[src/sv/tccu_pkg.sv]
package tccu_pkg;

  // field widths fixed by the cell command format
  localparam int COL_W   = 8;
  localparam int ROW_W   = 6;
  localparam int CHAR_W  = 8;
  localparam int CMD_W   = 2;
  localparam int QUEUE_D = 4;

  // cell commands
  localparam logic [CMD_W-1:0] CMD_ERASE  = 2'd0;
  localparam logic [CMD_W-1:0] CMD_DRAW   = 2'd1;
  localparam logic [CMD_W-1:0] CMD_SCROLL = 2'd2;
  localparam logic [CMD_W-1:0] CMD_BAD    = 2'd3;

  // character codes
  localparam logic [CHAR_W-1:0] CHAR_LF     = 8'd10;
  localparam logic [CHAR_W-1:0] CHAR_CR     = 8'd13;
  localparam logic [CHAR_W-1:0] CHAR_SPACE  = 8'd32;
  localparam logic [CHAR_W-1:0] CHAR_TILDE  = 8'd126;
  localparam logic [CHAR_W-1:0] CHAR_DEL    = 8'd127;
  localparam logic [CHAR_W-1:0] CURSOR_GLYPH = 8'd95;

  // one cell command word
  typedef struct packed {
    logic [CMD_W-1:0]  command;
    logic [COL_W-1:0]  column;
    logic [ROW_W-1:0]  text_row;
    logic [CHAR_W-1:0] glyph;
    logic              last;
  } result_t;

  // control broadcast along the line-end cell row
  typedef struct packed {
    logic             shift;
    logic             wr_en;
    logic [ROW_W-1:0] wr_row;
    logic [COL_W-1:0] wr_val;
    logic [ROW_W-1:0] rd_row;
  } cell_ctl_t;

endpackage

[src/sv/tccu_char_if.sv]
interface tccu_char_if import tccu_pkg::*; ();
  logic              valid;
  logic              ready;
  logic [CHAR_W-1:0] char_code;

  modport source (output valid, output char_code, input ready);
  modport sink   (input valid, input char_code, output ready);
endinterface

[src/sv/tccu_result_if.sv]
interface tccu_result_if import tccu_pkg::*; ();
  logic              valid;
  logic              ready;
  logic [CMD_W-1:0]  command;
  logic [COL_W-1:0]  column;
  logic [ROW_W-1:0]  text_row;
  logic [CHAR_W-1:0] glyph;
  logic              last;

  modport source (output valid, output command, output column, output text_row,
                  output glyph, output last, input ready);
  modport sink   (input valid, input command, input column, input text_row,
                  input glyph, input last, output ready);
endinterface

[src/sv/tccu_cell.sv]
module tccu_cell import tccu_pkg::*; #(
  parameter int INDEX = 0
) (
  input  logic             clk,
  input  logic             rst,
  input  cell_ctl_t        ctl,
  input  logic [COL_W-1:0] up_w,
  output logic [COL_W-1:0] w_out,
  input  logic [COL_W-1:0] rd_in,
  output logic [COL_W-1:0] rd_out
);

  logic [COL_W-1:0] line_end;
  logic [COL_W-1:0] line_end_next;

  // write first, then take the neighbor's written value on a scroll
  assign w_out         = (ctl.wr_en && ctl.wr_row == ROW_W'(INDEX)) ? ctl.wr_val : line_end;
  assign line_end_next = ctl.shift ? up_w : w_out;

  // read chain: the selected cell puts its value on the bus
  assign rd_out = rd_in | ((ctl.rd_row == ROW_W'(INDEX)) ? line_end : '0);

  always_ff @(posedge clk) begin
    if (rst) begin
      line_end <= '0;
    end else begin
      line_end <= line_end_next;
    end
  end

endmodule

[src/sv/text_console_cursor_engine_unit.sv]
// Text console cursor engine. Each character word on char_in produces one to four
// cell command words on res_out, one word per cycle while res_out.ready is high, the
// final one flagged by last: one for an unsupported code, two for line feed or
// carriage return, three for printable text, for delete and for a line feed or
// carriage return on the bottom row that scrolls, four when a printable character
// wraps on the bottom row and scrolls. All results of a character are worked out in
// the cycle it is accepted and queued in a four-word output queue; the next character
// is taken in the same cycle the last queued word leaves. The per-row line ends live
// in a row of ROWS cells that shift up by one on a scroll.
module text_console_cursor_engine_unit import tccu_pkg::*; #(
  parameter int COLUMNS = 160,
  parameter int ROWS    = 50
) (
  input logic          clk,
  input logic          rst,
  tccu_char_if.sink    char_in,
  tccu_result_if.source res_out
);

  localparam int QCNT_W = $clog2(QUEUE_D + 1);

  logic [COL_W-1:0]  cursor_col;
  logic [ROW_W-1:0]  cursor_row;
  logic [COL_W-1:0]  cursor_col_next;
  logic [ROW_W-1:0]  cursor_row_next;
  result_t           queue [QUEUE_D];
  result_t           queue_next [QUEUE_D];
  logic [QCNT_W-1:0] count;
  logic [QCNT_W-1:0] count_next;
  result_t           new_words [QUEUE_D];
  logic [QCNT_W-1:0] new_count;
  cell_ctl_t         ctl;
  logic [COL_W-1:0]  w_chain  [ROWS+1];
  logic [COL_W-1:0]  rd_chain [ROWS+1];
  logic              accept;
  logic              pop;

  logic [CHAR_W-1:0] c;
  logic              is_print, is_nl, is_del, is_bad;
  logic [COL_W:0]    col_inc;
  logic              wrap;
  logic              at_bottom;
  logic [ROW_W-1:0]  bottom_row;

  assign pop    = res_out.valid && res_out.ready;
  assign char_in.ready = (count == '0) || (count == QCNT_W'(1) && pop);
  assign accept = char_in.valid && char_in.ready;

  // character class decode
  assign c          = char_in.char_code;
  assign is_print   = (c >= CHAR_SPACE) && (c <= CHAR_TILDE);
  assign is_nl      = (c == CHAR_LF) || (c == CHAR_CR);
  assign is_del     = (c == CHAR_DEL);
  assign is_bad     = !(is_print || is_nl || is_del);
  assign col_inc    = {1'b0, cursor_col} + (COL_W+1)'(1);
  assign wrap       = col_inc >= (COL_W+1)'(COLUMNS);
  assign bottom_row = ROW_W'(ROWS - 1);
  assign at_bottom  = (cursor_row == bottom_row);

  // build the result words and the state update for the offered character
  always_comb begin
    result_t erase0, scroll_w;
    erase0   = '{command: CMD_ERASE, column: cursor_col, text_row: cursor_row,
                 glyph: '0, last: 1'b0};
    scroll_w = '{command: CMD_SCROLL, column: '0, text_row: bottom_row,
                 glyph: '0, last: 1'b0};
    for (int i = 0; i < QUEUE_D; i++) new_words[i] = '0;
    new_count       = QCNT_W'(1);
    cursor_col_next = cursor_col;
    cursor_row_next = cursor_row;
    ctl.shift  = 1'b0;
    ctl.wr_en  = 1'b0;
    ctl.wr_row = cursor_row;
    ctl.wr_val = '0;
    ctl.rd_row = cursor_row - ROW_W'(1);

    priority if (is_bad) begin
      new_words[0] = '{command: CMD_BAD, column: cursor_col, text_row: cursor_row,
                       glyph: '0, last: 1'b1};
      new_count = QCNT_W'(1);
    end else if (is_print) begin
      new_words[0] = erase0;
      new_words[1] = '{command: CMD_DRAW, column: cursor_col, text_row: cursor_row,
                       glyph: c, last: 1'b0};
      ctl.wr_en  = 1'b1;
      ctl.wr_val = cursor_col;
      if (wrap) begin
        cursor_col_next = '0;
        if (at_bottom) begin
          ctl.shift    = 1'b1;
          new_words[2] = scroll_w;
          new_words[3] = '{command: CMD_DRAW, column: '0, text_row: cursor_row,
                           glyph: CURSOR_GLYPH, last: 1'b1};
          new_count    = QCNT_W'(4);
        end else begin
          cursor_row_next = cursor_row + ROW_W'(1);
          new_words[2] = '{command: CMD_DRAW, column: '0, text_row: cursor_row_next,
                           glyph: CURSOR_GLYPH, last: 1'b1};
          new_count    = QCNT_W'(3);
        end
      end else begin
        cursor_col_next = col_inc[COL_W-1:0];
        new_words[2] = '{command: CMD_DRAW, column: cursor_col_next,
                         text_row: cursor_row, glyph: CURSOR_GLYPH, last: 1'b1};
        new_count    = QCNT_W'(3);
      end
    end else if (is_nl) begin
      new_words[0]    = erase0;
      cursor_col_next = '0;
      if (at_bottom) begin
        ctl.shift    = 1'b1;
        new_words[1] = scroll_w;
        new_words[2] = '{command: CMD_DRAW, column: '0, text_row: cursor_row,
                         glyph: CURSOR_GLYPH, last: 1'b1};
      end else begin
        cursor_row_next = cursor_row + ROW_W'(1);
        new_words[1] = '{command: CMD_DRAW, column: '0, text_row: cursor_row_next,
                         glyph: CURSOR_GLYPH, last: 1'b1};
      end
      new_count = QCNT_W'(at_bottom ? 3 : 2);
    end else begin
      // delete: step back, across the line start when at column zero below the top row
      new_words[0] = erase0;
      if (cursor_col != '0) begin
        cursor_col_next = cursor_col - COL_W'(1);
        ctl.wr_en  = 1'b1;
        ctl.wr_val = cursor_col_next;
      end else if (cursor_row != '0) begin
        ctl.wr_en       = 1'b1;
        ctl.wr_val      = '0;
        cursor_row_next = cursor_row - ROW_W'(1);
        cursor_col_next = rd_chain[ROWS];
      end
      new_words[1] = '{command: CMD_ERASE, column: cursor_col_next,
                       text_row: cursor_row_next, glyph: '0, last: 1'b0};
      new_words[2] = '{command: CMD_DRAW, column: cursor_col_next,
                       text_row: cursor_row_next, glyph: CURSOR_GLYPH, last: 1'b1};
      new_count    = QCNT_W'(3);
    end

    // cells change only for an accepted character
    if (!accept) begin
      ctl.shift = 1'b0;
      ctl.wr_en = 1'b0;
    end
  end

  // line-end cell row
  assign w_chain[ROWS] = '0;
  assign rd_chain[0]   = '0;

  for (genvar g = 0; g < ROWS; g++) begin : g_cell
    tccu_cell #(.INDEX(g)) u_cell (
      .clk    (clk),
      .rst    (rst),
      .ctl    (ctl),
      .up_w   (w_chain[g+1]),
      .w_out  (w_chain[g]),
      .rd_in  (rd_chain[g]),
      .rd_out (rd_chain[g+1])
    );
  end

  // output queue: load on accept, shift toward the head on pop
  always_comb begin
    for (int i = 0; i < QUEUE_D; i++) queue_next[i] = queue[i];
    count_next = count;
    if (accept) begin
      for (int i = 0; i < QUEUE_D; i++) queue_next[i] = new_words[i];
      count_next = new_count;
    end else if (pop) begin
      for (int i = 0; i < QUEUE_D - 1; i++) queue_next[i] = queue[i+1];
      queue_next[QUEUE_D-1] = '0;
      count_next = count - QCNT_W'(1);
    end
  end

  always_ff @(posedge clk) begin
    if (rst) begin
      count      <= '0;
      cursor_col <= '0;
      cursor_row <= '0;
    end else begin
      count <= count_next;
      if (accept) begin
        cursor_col <= cursor_col_next;
        cursor_row <= cursor_row_next;
      end
    end
  end

  always_ff @(posedge clk) begin
    for (int i = 0; i < QUEUE_D; i++) queue[i] <= queue_next[i];
  end

  assign res_out.valid    = (count != '0);
  assign res_out.command  = queue[0].command;
  assign res_out.column   = queue[0].column;
  assign res_out.text_row = queue[0].text_row;
  assign res_out.glyph    = queue[0].glyph;
  assign res_out.last     = queue[0].last;

  // checks
  a_count_bound: assert property (@(posedge clk) disable iff (rst)
    count <= QCNT_W'(QUEUE_D))
    else $error("output queue count out of range");

  a_last_is_tail: assert property (@(posedge clk) disable iff (rst)
    res_out.valid |-> (res_out.last == (count == QCNT_W'(1))))
    else $error("last flag not on the final queued word");

  a_cursor_bound: assert property (@(posedge clk) disable iff (rst)
    (cursor_col < COL_W'(COLUMNS)) && (cursor_row < ROW_W'(ROWS)))
    else $error("cursor outside the screen");

  a_hold_on_stall: assert property (@(posedge clk) disable iff (rst)
    (!accept && !pop) |=> $stable(cursor_col) && $stable(cursor_row) && $stable(count))
    else $error("state moved without a handshake");

endmodule
[src/flat_wrapper.sv]
// flat-port wrapper written by rule: the top's interface ports become plain ports
module text_console_cursor_engine_unit_flat import tccu_pkg::*;
#(
  parameter int COLUMNS = 160,
  parameter int ROWS    = 50
)
  (clk, rst, char_in_valid, char_in_char_code, char_in_ready, res_out_valid, res_out_command, res_out_column, res_out_text_row, res_out_glyph, res_out_last, res_out_ready);
  tccu_char_if char_in_i ();
  tccu_result_if res_out_i ();
  input logic clk;
  input logic rst;
  input wire logic [$bits(char_in_i.valid)-1:0] char_in_valid;
  input wire logic [$bits(char_in_i.char_code)-1:0] char_in_char_code;
  output wire logic [$bits(char_in_i.ready)-1:0] char_in_ready;
  output wire logic [$bits(res_out_i.valid)-1:0] res_out_valid;
  output wire logic [$bits(res_out_i.command)-1:0] res_out_command;
  output wire logic [$bits(res_out_i.column)-1:0] res_out_column;
  output wire logic [$bits(res_out_i.text_row)-1:0] res_out_text_row;
  output wire logic [$bits(res_out_i.glyph)-1:0] res_out_glyph;
  output wire logic [$bits(res_out_i.last)-1:0] res_out_last;
  input wire logic [$bits(res_out_i.ready)-1:0] res_out_ready;
  assign char_in_i.valid = char_in_valid;
  assign char_in_i.char_code = char_in_char_code;
  assign char_in_ready = char_in_i.ready;
  assign res_out_valid = res_out_i.valid;
  assign res_out_command = res_out_i.command;
  assign res_out_column = res_out_i.column;
  assign res_out_text_row = res_out_i.text_row;
  assign res_out_glyph = res_out_i.glyph;
  assign res_out_last = res_out_i.last;
  assign res_out_i.ready = res_out_ready;
  text_console_cursor_engine_unit #(.COLUMNS(COLUMNS), .ROWS(ROWS)) u_core (.clk(clk), .rst(rst), .char_in(char_in_i), .res_out(res_out_i));
endmodule
[config.mk]
export PLATFORM = sky130hd
export DESIGN_NAME = text_console_cursor_engine_unit_flat
export DESIGN_NICKNAME = d
export VERILOG_FILES = /design/src/sv/tccu_pkg.sv /design/src/sv/tccu_char_if.sv /design/src/sv/tccu_result_if.sv /design/src/sv/tccu_cell.sv /design/src/sv/text_console_cursor_engine_unit.sv /design/src/flat_wrapper.sv
export SDC_FILE = /design/constraint.sdc
export NUM_CORES = 1
export LEC_CHECK = 0
export ABC_AREA = 1
export BUFFER_PORTS_ARGS = -buffer_cell sky130_fd_sc_hd__clkbuf_2
export CORE_ASPECT_RATIO = 1.75
export CORE_MARGIN = 4
export CORE_UTILIZATION = 25
export DETAILED_ROUTE_END_ITERATION = 6
export RECOVER_POWER = 25
export SLEW_MARGIN = 20
export SYNTH_ARGS = -nofsm -noshare
export SYNTH_HDL_FRONTEND = slang
export SYNTH_SLANG_ARGS = --single-unit
[constraint.sdc]
create_clock -name clk -period 3.5 [get_ports clk]
set_clock_uncertainty 0.15 [all_clocks]
set_input_delay 0.175 -clock clk [delete_from_list [all_inputs] [get_ports clk]]
set_output_delay 0.175 -clock clk [all_outputs]
set_load 0.05 [all_outputs]
======== After elaboration in Yosys (flattened, before gate mapping) ========
Memory sizes are Yosys's and may differ from the RTL's.
Index checks and enable logic that the tools add are counted.
operators by class
  add/subtract/negate cells ............... 5
  order comparisons ....................... 3
  equality and inequality tests ........... 103
  mux-type cells .......................... 192
  bitwise operators ....................... 49
  reduce and logical (&&, ||, !) cells .... 69
operators by type and width
  cell                                                                                  number
  8-bit 2-to-1 mux                                                                      158
  8-bit OR                                                                              49
  6-bit equality test (second input constant)                                           36
  100-bit 2-to-1 mux                                                                    2
  6-bit by 5-bit equality test with 1-bit output (second input constant)                32
  25-bit 2-to-1 mux                                                                     5
  50-bit 2-to-1 mux                                                                     2
  6-bit by 4-bit equality test with 1-bit output (second input constant)                16
  75-bit 2-to-1 mux                                                                     1
  1-bit logical AND                                                                     54
  6-bit by 3-bit equality test with 1-bit output (second input constant)                8
  6-bit 2-to-1 mux                                                                      6
  6-bit by 2-bit equality test with 1-bit output (second input constant)                4
  24-bit 2-to-1 mux                                                                     1
  3-bit 2-to-1 mux                                                                      7
  8-bit by 4-bit equality test with 1-bit output (second input constant)                2
  6-bit by 1-bit equality test with 1-bit output (second input constant)                2
  6-bit logical NOT                                                                     2
  8-bit by 1-bit adder with 9-bit output (second input constant)                        1
  9-bit by 8-bit greater-or-equal comparator with 1-bit output (second input constant)  1
  8-bit by 7-bit equality test with 1-bit output (second input constant)                1
  8-bit by 6-bit greater-or-equal comparator with 1-bit output (second input constant)  1
  8-bit by 7-bit less-or-equal comparator with 1-bit output (second input constant)     1
  8-bit nonzero test                                                                    1
  other kinds (16)                                                                      28
word-level totals
  register bits after elaboration ......... 417
  RAM bits ................................ 100
  input bits .............................. 12
  output and inout port bits .............. 27
  logic and storage cells ................. 475
  memories kept ........................... 1
memory list
  name          depth  width  rd ports  clocked after memory_dff  write ports  RTL line                               text
  u_core.queue  4      25     4         0                         4            text_console_cursor_engine_unit.sv:26  result_t queue [QUEUE_D];

======== Longest topological paths before layout ========
  word-level depth ........................ 58
  gate-level depth with buffers ........... 21
  depth with buffers taken out ............ 20

======== Hierarchy ========
Synthesis repeated with hierarchy kept, for this count alone.
second synthesis, totals
  cells, all modules ...................... 5,993
  area total of the unflattened synthesis .. 37,833.8 µm²
by module, submodules not included
  module                                    instances  cells each  area an instance (µm²)  sequential area each (µm²)
  tccu_cell (u_core.g_cell[21].u_cell ...)  8          103         666.9                   160.2
  text_console_cursor_engine_unit           1          679         5,220.0                 2,422.3
  tccu_cell (u_core.g_cell[11].u_cell ...)  6          110         636.9                   160.2
  tccu_cell (u_core.g_cell[1].u_cell ...)   4          107         676.9                   160.2
  tccu_cell (u_core.g_cell[19].u_cell ...)  4          104         673.1                   160.2
  tccu_cell (u_core.g_cell[29].u_cell ...)  4          102         669.4                   160.2
  tccu_cell (u_core.g_cell[23].u_cell ...)  4          102         663.1                   160.2
  tccu_cell (u_core.g_cell[17].u_cell ...)  4          119         640.6                   160.2
  tccu_cell (u_core.g_cell[10].u_cell ...)  4          112         629.4                   160.2
  tccu_cell (u_core.g_cell[13].u_cell ...)  2          105         669.4                   160.2
  tccu_cell (u_core.g_cell[12].u_cell ...)  2          103         638.1                   160.2
  tccu_cell (u_core.g_cell[31].u_cell ...)  2          101         601.8                   160.2
  tccu_cell (u_core.g_cell[16].u_cell ...)  2          101         594.3                   160.2
  tccu_cell (u_core.g_cell[15].u_cell)      1          103         673.1                   160.2
  3 more rows                               n/a        n/a         n/a                     n/a

======== Worst setup path before layout ========
Ideal clock, no wire load.
  kind .................................... flip-flop to flip-flop
  start ................................... reg u_core.count[0]
  end ..................................... mem u_core.queue[0][1] in the netlist's numbering
  library setup time ...................... 0.117 ns
  arrival time ............................ 3.695 ns
  required time ........................... 3.233 ns
  setup slack ............................. -0.461 ns
  stages on the path, launching flop included .. 11
  path buffers ............................ 1
  clock period less this slack ............ 3.961 ns
  cells stage by stage .................... dfxtp_1 inv_1 ha_1 nand2_1 nand2_1 nand2_1 nand2_1 inv_1 clkbuf_1 a22oi_1 inv_1
RTL lines
  what                      RTL line                                text
  start: declaration        text_console_cursor_engine_unit.sv:28   logic [QCNT_W-1:0] count;
  start signal: assignment  text_console_cursor_engine_unit.sv:184  count <= count_next;
  end: declaration          text_console_cursor_engine_unit.sv:26

==> metrics.yaml <==
critical_path:
  crit_family: "simple AND/OR/NAND/NOR gates"
  rr_worst_depth: 16
  arrival_ns: 3.59
  cp.depth: 16
  cp_max_fo: 16
  crit_top_cell: "nand2_1"
  startpoint_type: "flip-flop"
  path_class: "reg2reg"
  slowest_delay_ns: 0.37
  cp_cell_sequence: "inv_1 > buf_4 > ha_1 > inv_1 > nor2_1 > buf_4 > nand3_1 > nand2_1 > nor2_1 > nand2_1 > nor2_1 > nand3_1 > nand2_1 > nand2_1 > o21ai_0 > nand2_1"
  cp_slowest_cell: "dfxtp_1"
  cp_num_buf_inv: 4
  worstPathRequired_ns: 3.69
  cp-end-kind: "flip-flop"
place:
  place.gp.congestion: 0.9301
  dp_hpwl_mm: 69.43
  io_buffers: 38
  placed_cell_area_mm2: 0.02645
route:
  postRouteAntennaNets: 0
  wire_per_inst_um: 20.67
  route.detailed.drc: 0
  vias: 24130
  vias_per_cell: 5.131
  first_pass_iters: 6
  drtIter0Drc: 2340
  routed_wl_mm: 97.23
synth:
  synthArstFlopShare_pct: 0
  synth_seq_area_share_pct: 42.67
  synthTopCellsByArea: "dfxtp_1, nand2_1, o22ai_1"
  syn_area_per_cell_um2: 7.243
  synth-seq-cells: 489
  yosys.area.top_type_share_pct: 34.81
  netlist_area_mm2: 0.02444
  syn_inst: 3375
  ys_warn_count: 0
  ys_types: 51
  synth_flop_cell: "dfxtp_1"
  synth_edf_count: 64
  yosysTopAreaCell: "dfxtp_1"
global_routing:
  grt_first_pass_wirelength_mm: 143.9
  grt_use_total_pct: 18.02
  grt_max_degree: 98
  antenna_found_initial: 0
  first_global_vias: 23090
  grt-ovfl-total: 0
floorplanning:
  core_mm2: 0.09692
  start_util_pct: 25.22
  die_x_um: 244.4
  dieHeight_um: 421.7
  num_rows: 151
  die_area_mm2: 0.1030
  io_pins: 39
timing:
  finalHoldWorstSlack_ns: 0.007647
  period_share_pct: 96.99
  tightest_slew_ns: 0.9086
  fin_tns_setup_ns: 0
  min_period_ns: 3.395
  relSlewSlack_pct: 39.43
  finalHoldViolations: 0
  max_freq_mhz: 294.6
  slew_viol_final: 0
  grt_setup_unrepaired: "false"
  finalSetupViolations: 0
layout:
  final_area_mm2: 0.02786
  drive_gt1_share_pct: 9.962
  n_fill_cell: 10520
  areaGrowthSynthToFinish_pct: 13.99
  nets: 3397
power_and_ir_drop:
  power-per-cell-area_mw_per_mm2: 553.3
  p_leak_nw: 10.37
  max-vdd-ir-drop_mv: 0.3550
worst_hold_path:
  holdCritPathClass: "in2reg"
  holdPathStages: 2
job:
  cap_violations: 0
cts:
  clk_path_buf_depth: 3
  cts.htree.levels: 2
  cts_sinks: 489
  clockRootBuffer: "clkbuf_16"
  tritoncts: "done"
  numCtsBuffers: 43
  clk_pin_slew_ns: 0.07
  clock_latency_ns: 0.60
run_status:
  outcome: "complete, no violations"
[repair_timing]
item | in CTS | in global routing
setup endpoints to repair | 1 | 179
pin swaps | 1 | 1
hold buffers | 9 | 0
gates resized for setup | 1 | 15
gates cloned | 0 | 1
setup buffers | 2 | 2
hold endpoints to repair | 8 | 0
[kinds of logic (layout without fill, tap and decap cells)]
group	count (synthesis)	after routing	share of synthesized area [%]
flops	489	489	42.67
fa+ha+maj	14	14	0.7166
xor+xnor	14	14	0.5016
other cells	1	4	0.01534
simple gates	1524	1524	26.87
buf+inv	397	423	7.662
compound gates	936	936	21.56
[worst register-to-register path, delay by kind of cell, from the launching register on]
family / cells / cell delay, ns
buf+inv: 4 / 0.76
simple gates: 10 / 1.50
fa+ha+maj: 1 / 0.22
flops: 1 / 0.37
compound gates: 1 / 0.15
[cell usage after synthesis (10+ instances only)]
cell type,n
a21oi_1,220
a22oi_1,10
buf_1,11
buf_2,91
buf_4,36
buf_6,12
clkbuf_1,98
dfxtp_1,425
edfxtp_1,64
ha_1,14
inv_1,103
inv_2,36
nand2_1,744
nand2_2,13
nand2_4,21
nand3_1,324
nor2_1,382
o21ai_0,201
o21ai_1,98
o22ai_1,380
xor2_1,13
[worst paths after layout]
| path | slack (ns) | start | endpoint |
|---|---|---|---|
| hold / removal | 0.008 | rst | u_core.cursor_col[5] |
| setup reg to reg | 0.11 | u_core.cursor_row[1] | u_core.queue[1][16] |
| hold reg to reg | 0.30 | u_core.queue[1][4] | u_core.queue[0][4] |
| setup / recovery | 0.11 | u_core.cursor_row[1] | u_core.queue[1][16] |
[metrics by stage]
stage	util, %	instances	power (W)	worst slack, ns
floorplan	-	3377	0.009189	0.1171
global placement	27.29	4612	0.01073	0.07900
detailed placement	27.29	4612	0.01075	0.01770
CTS	28.76	4700	0.01549	0.04405
global route	28.75	4703	0.01597	0.002315
finish	28.75	4704	0.01542	0.1052
[area by class of cell]
| class | count | area [µm²] | area share, % |
|---|---|---|---|
| timing repair buffer | 200 | 1700 | 6.102 |
| clock inverter | 20 | 137.6 | 0.4939 |
| antenna | 1 | 2.502 | 0.008981 |
| sequential | 489 | 10430 | 37.43 |
| inverter | 146 | 568.0 | 2.039 |
| tap | 1300 | 1627 | 5.837 |
| multi-input combinational | 2491 | 12220 | 43.86 |
| clock buffer | 57 | 1179 | 4.230 |
[power breakdown]
part | internal [W] | leakage (nW) | switching (W)
combinational | 0.000916 | 5.65 | 0.00328
sequential | 0.00630 | 4.07 | 0.000153
clock | 0.00246 | 0.654 | 0.00231
total | 0.00967 | 10.4 | 0.00575
[cell usage in the layout, fill, tap and decap left out, types with 64 or more instances in the layout]
| master | count |
|---|---|
| o21ai_1 | 97 |
| nor2_1 | 374 |
| a21oi_1 | 220 |
| o22ai_1 | 380 |
| dfxtp_1 | 425 |
| buf_4 | 117 |
| nand3_1 | 324 |
| o21ai_0 | 201 |
| nand2_1 | 733 |
| inv_1 | 105 |
| edfxtp_1 | 64 |
[per-layer routing]
metal	part of all wire [%]	wire length [µm]	GRT usage [%]
met5	0	0	0
met4	10	10100	15.51
met3	4.8	4638	1.716
met2	52	50200	33.28
met1	33	32290	17.82
[flip-flops by register name (all words and copies together) (netlist names)]
name,count
u_core.queue,72
u_core.cursor_row,6
u_core.count,3
u_core.g_cell.u_cell.line_end,400
u_core.cursor_col,8
(Power assumes the default switching activity.)
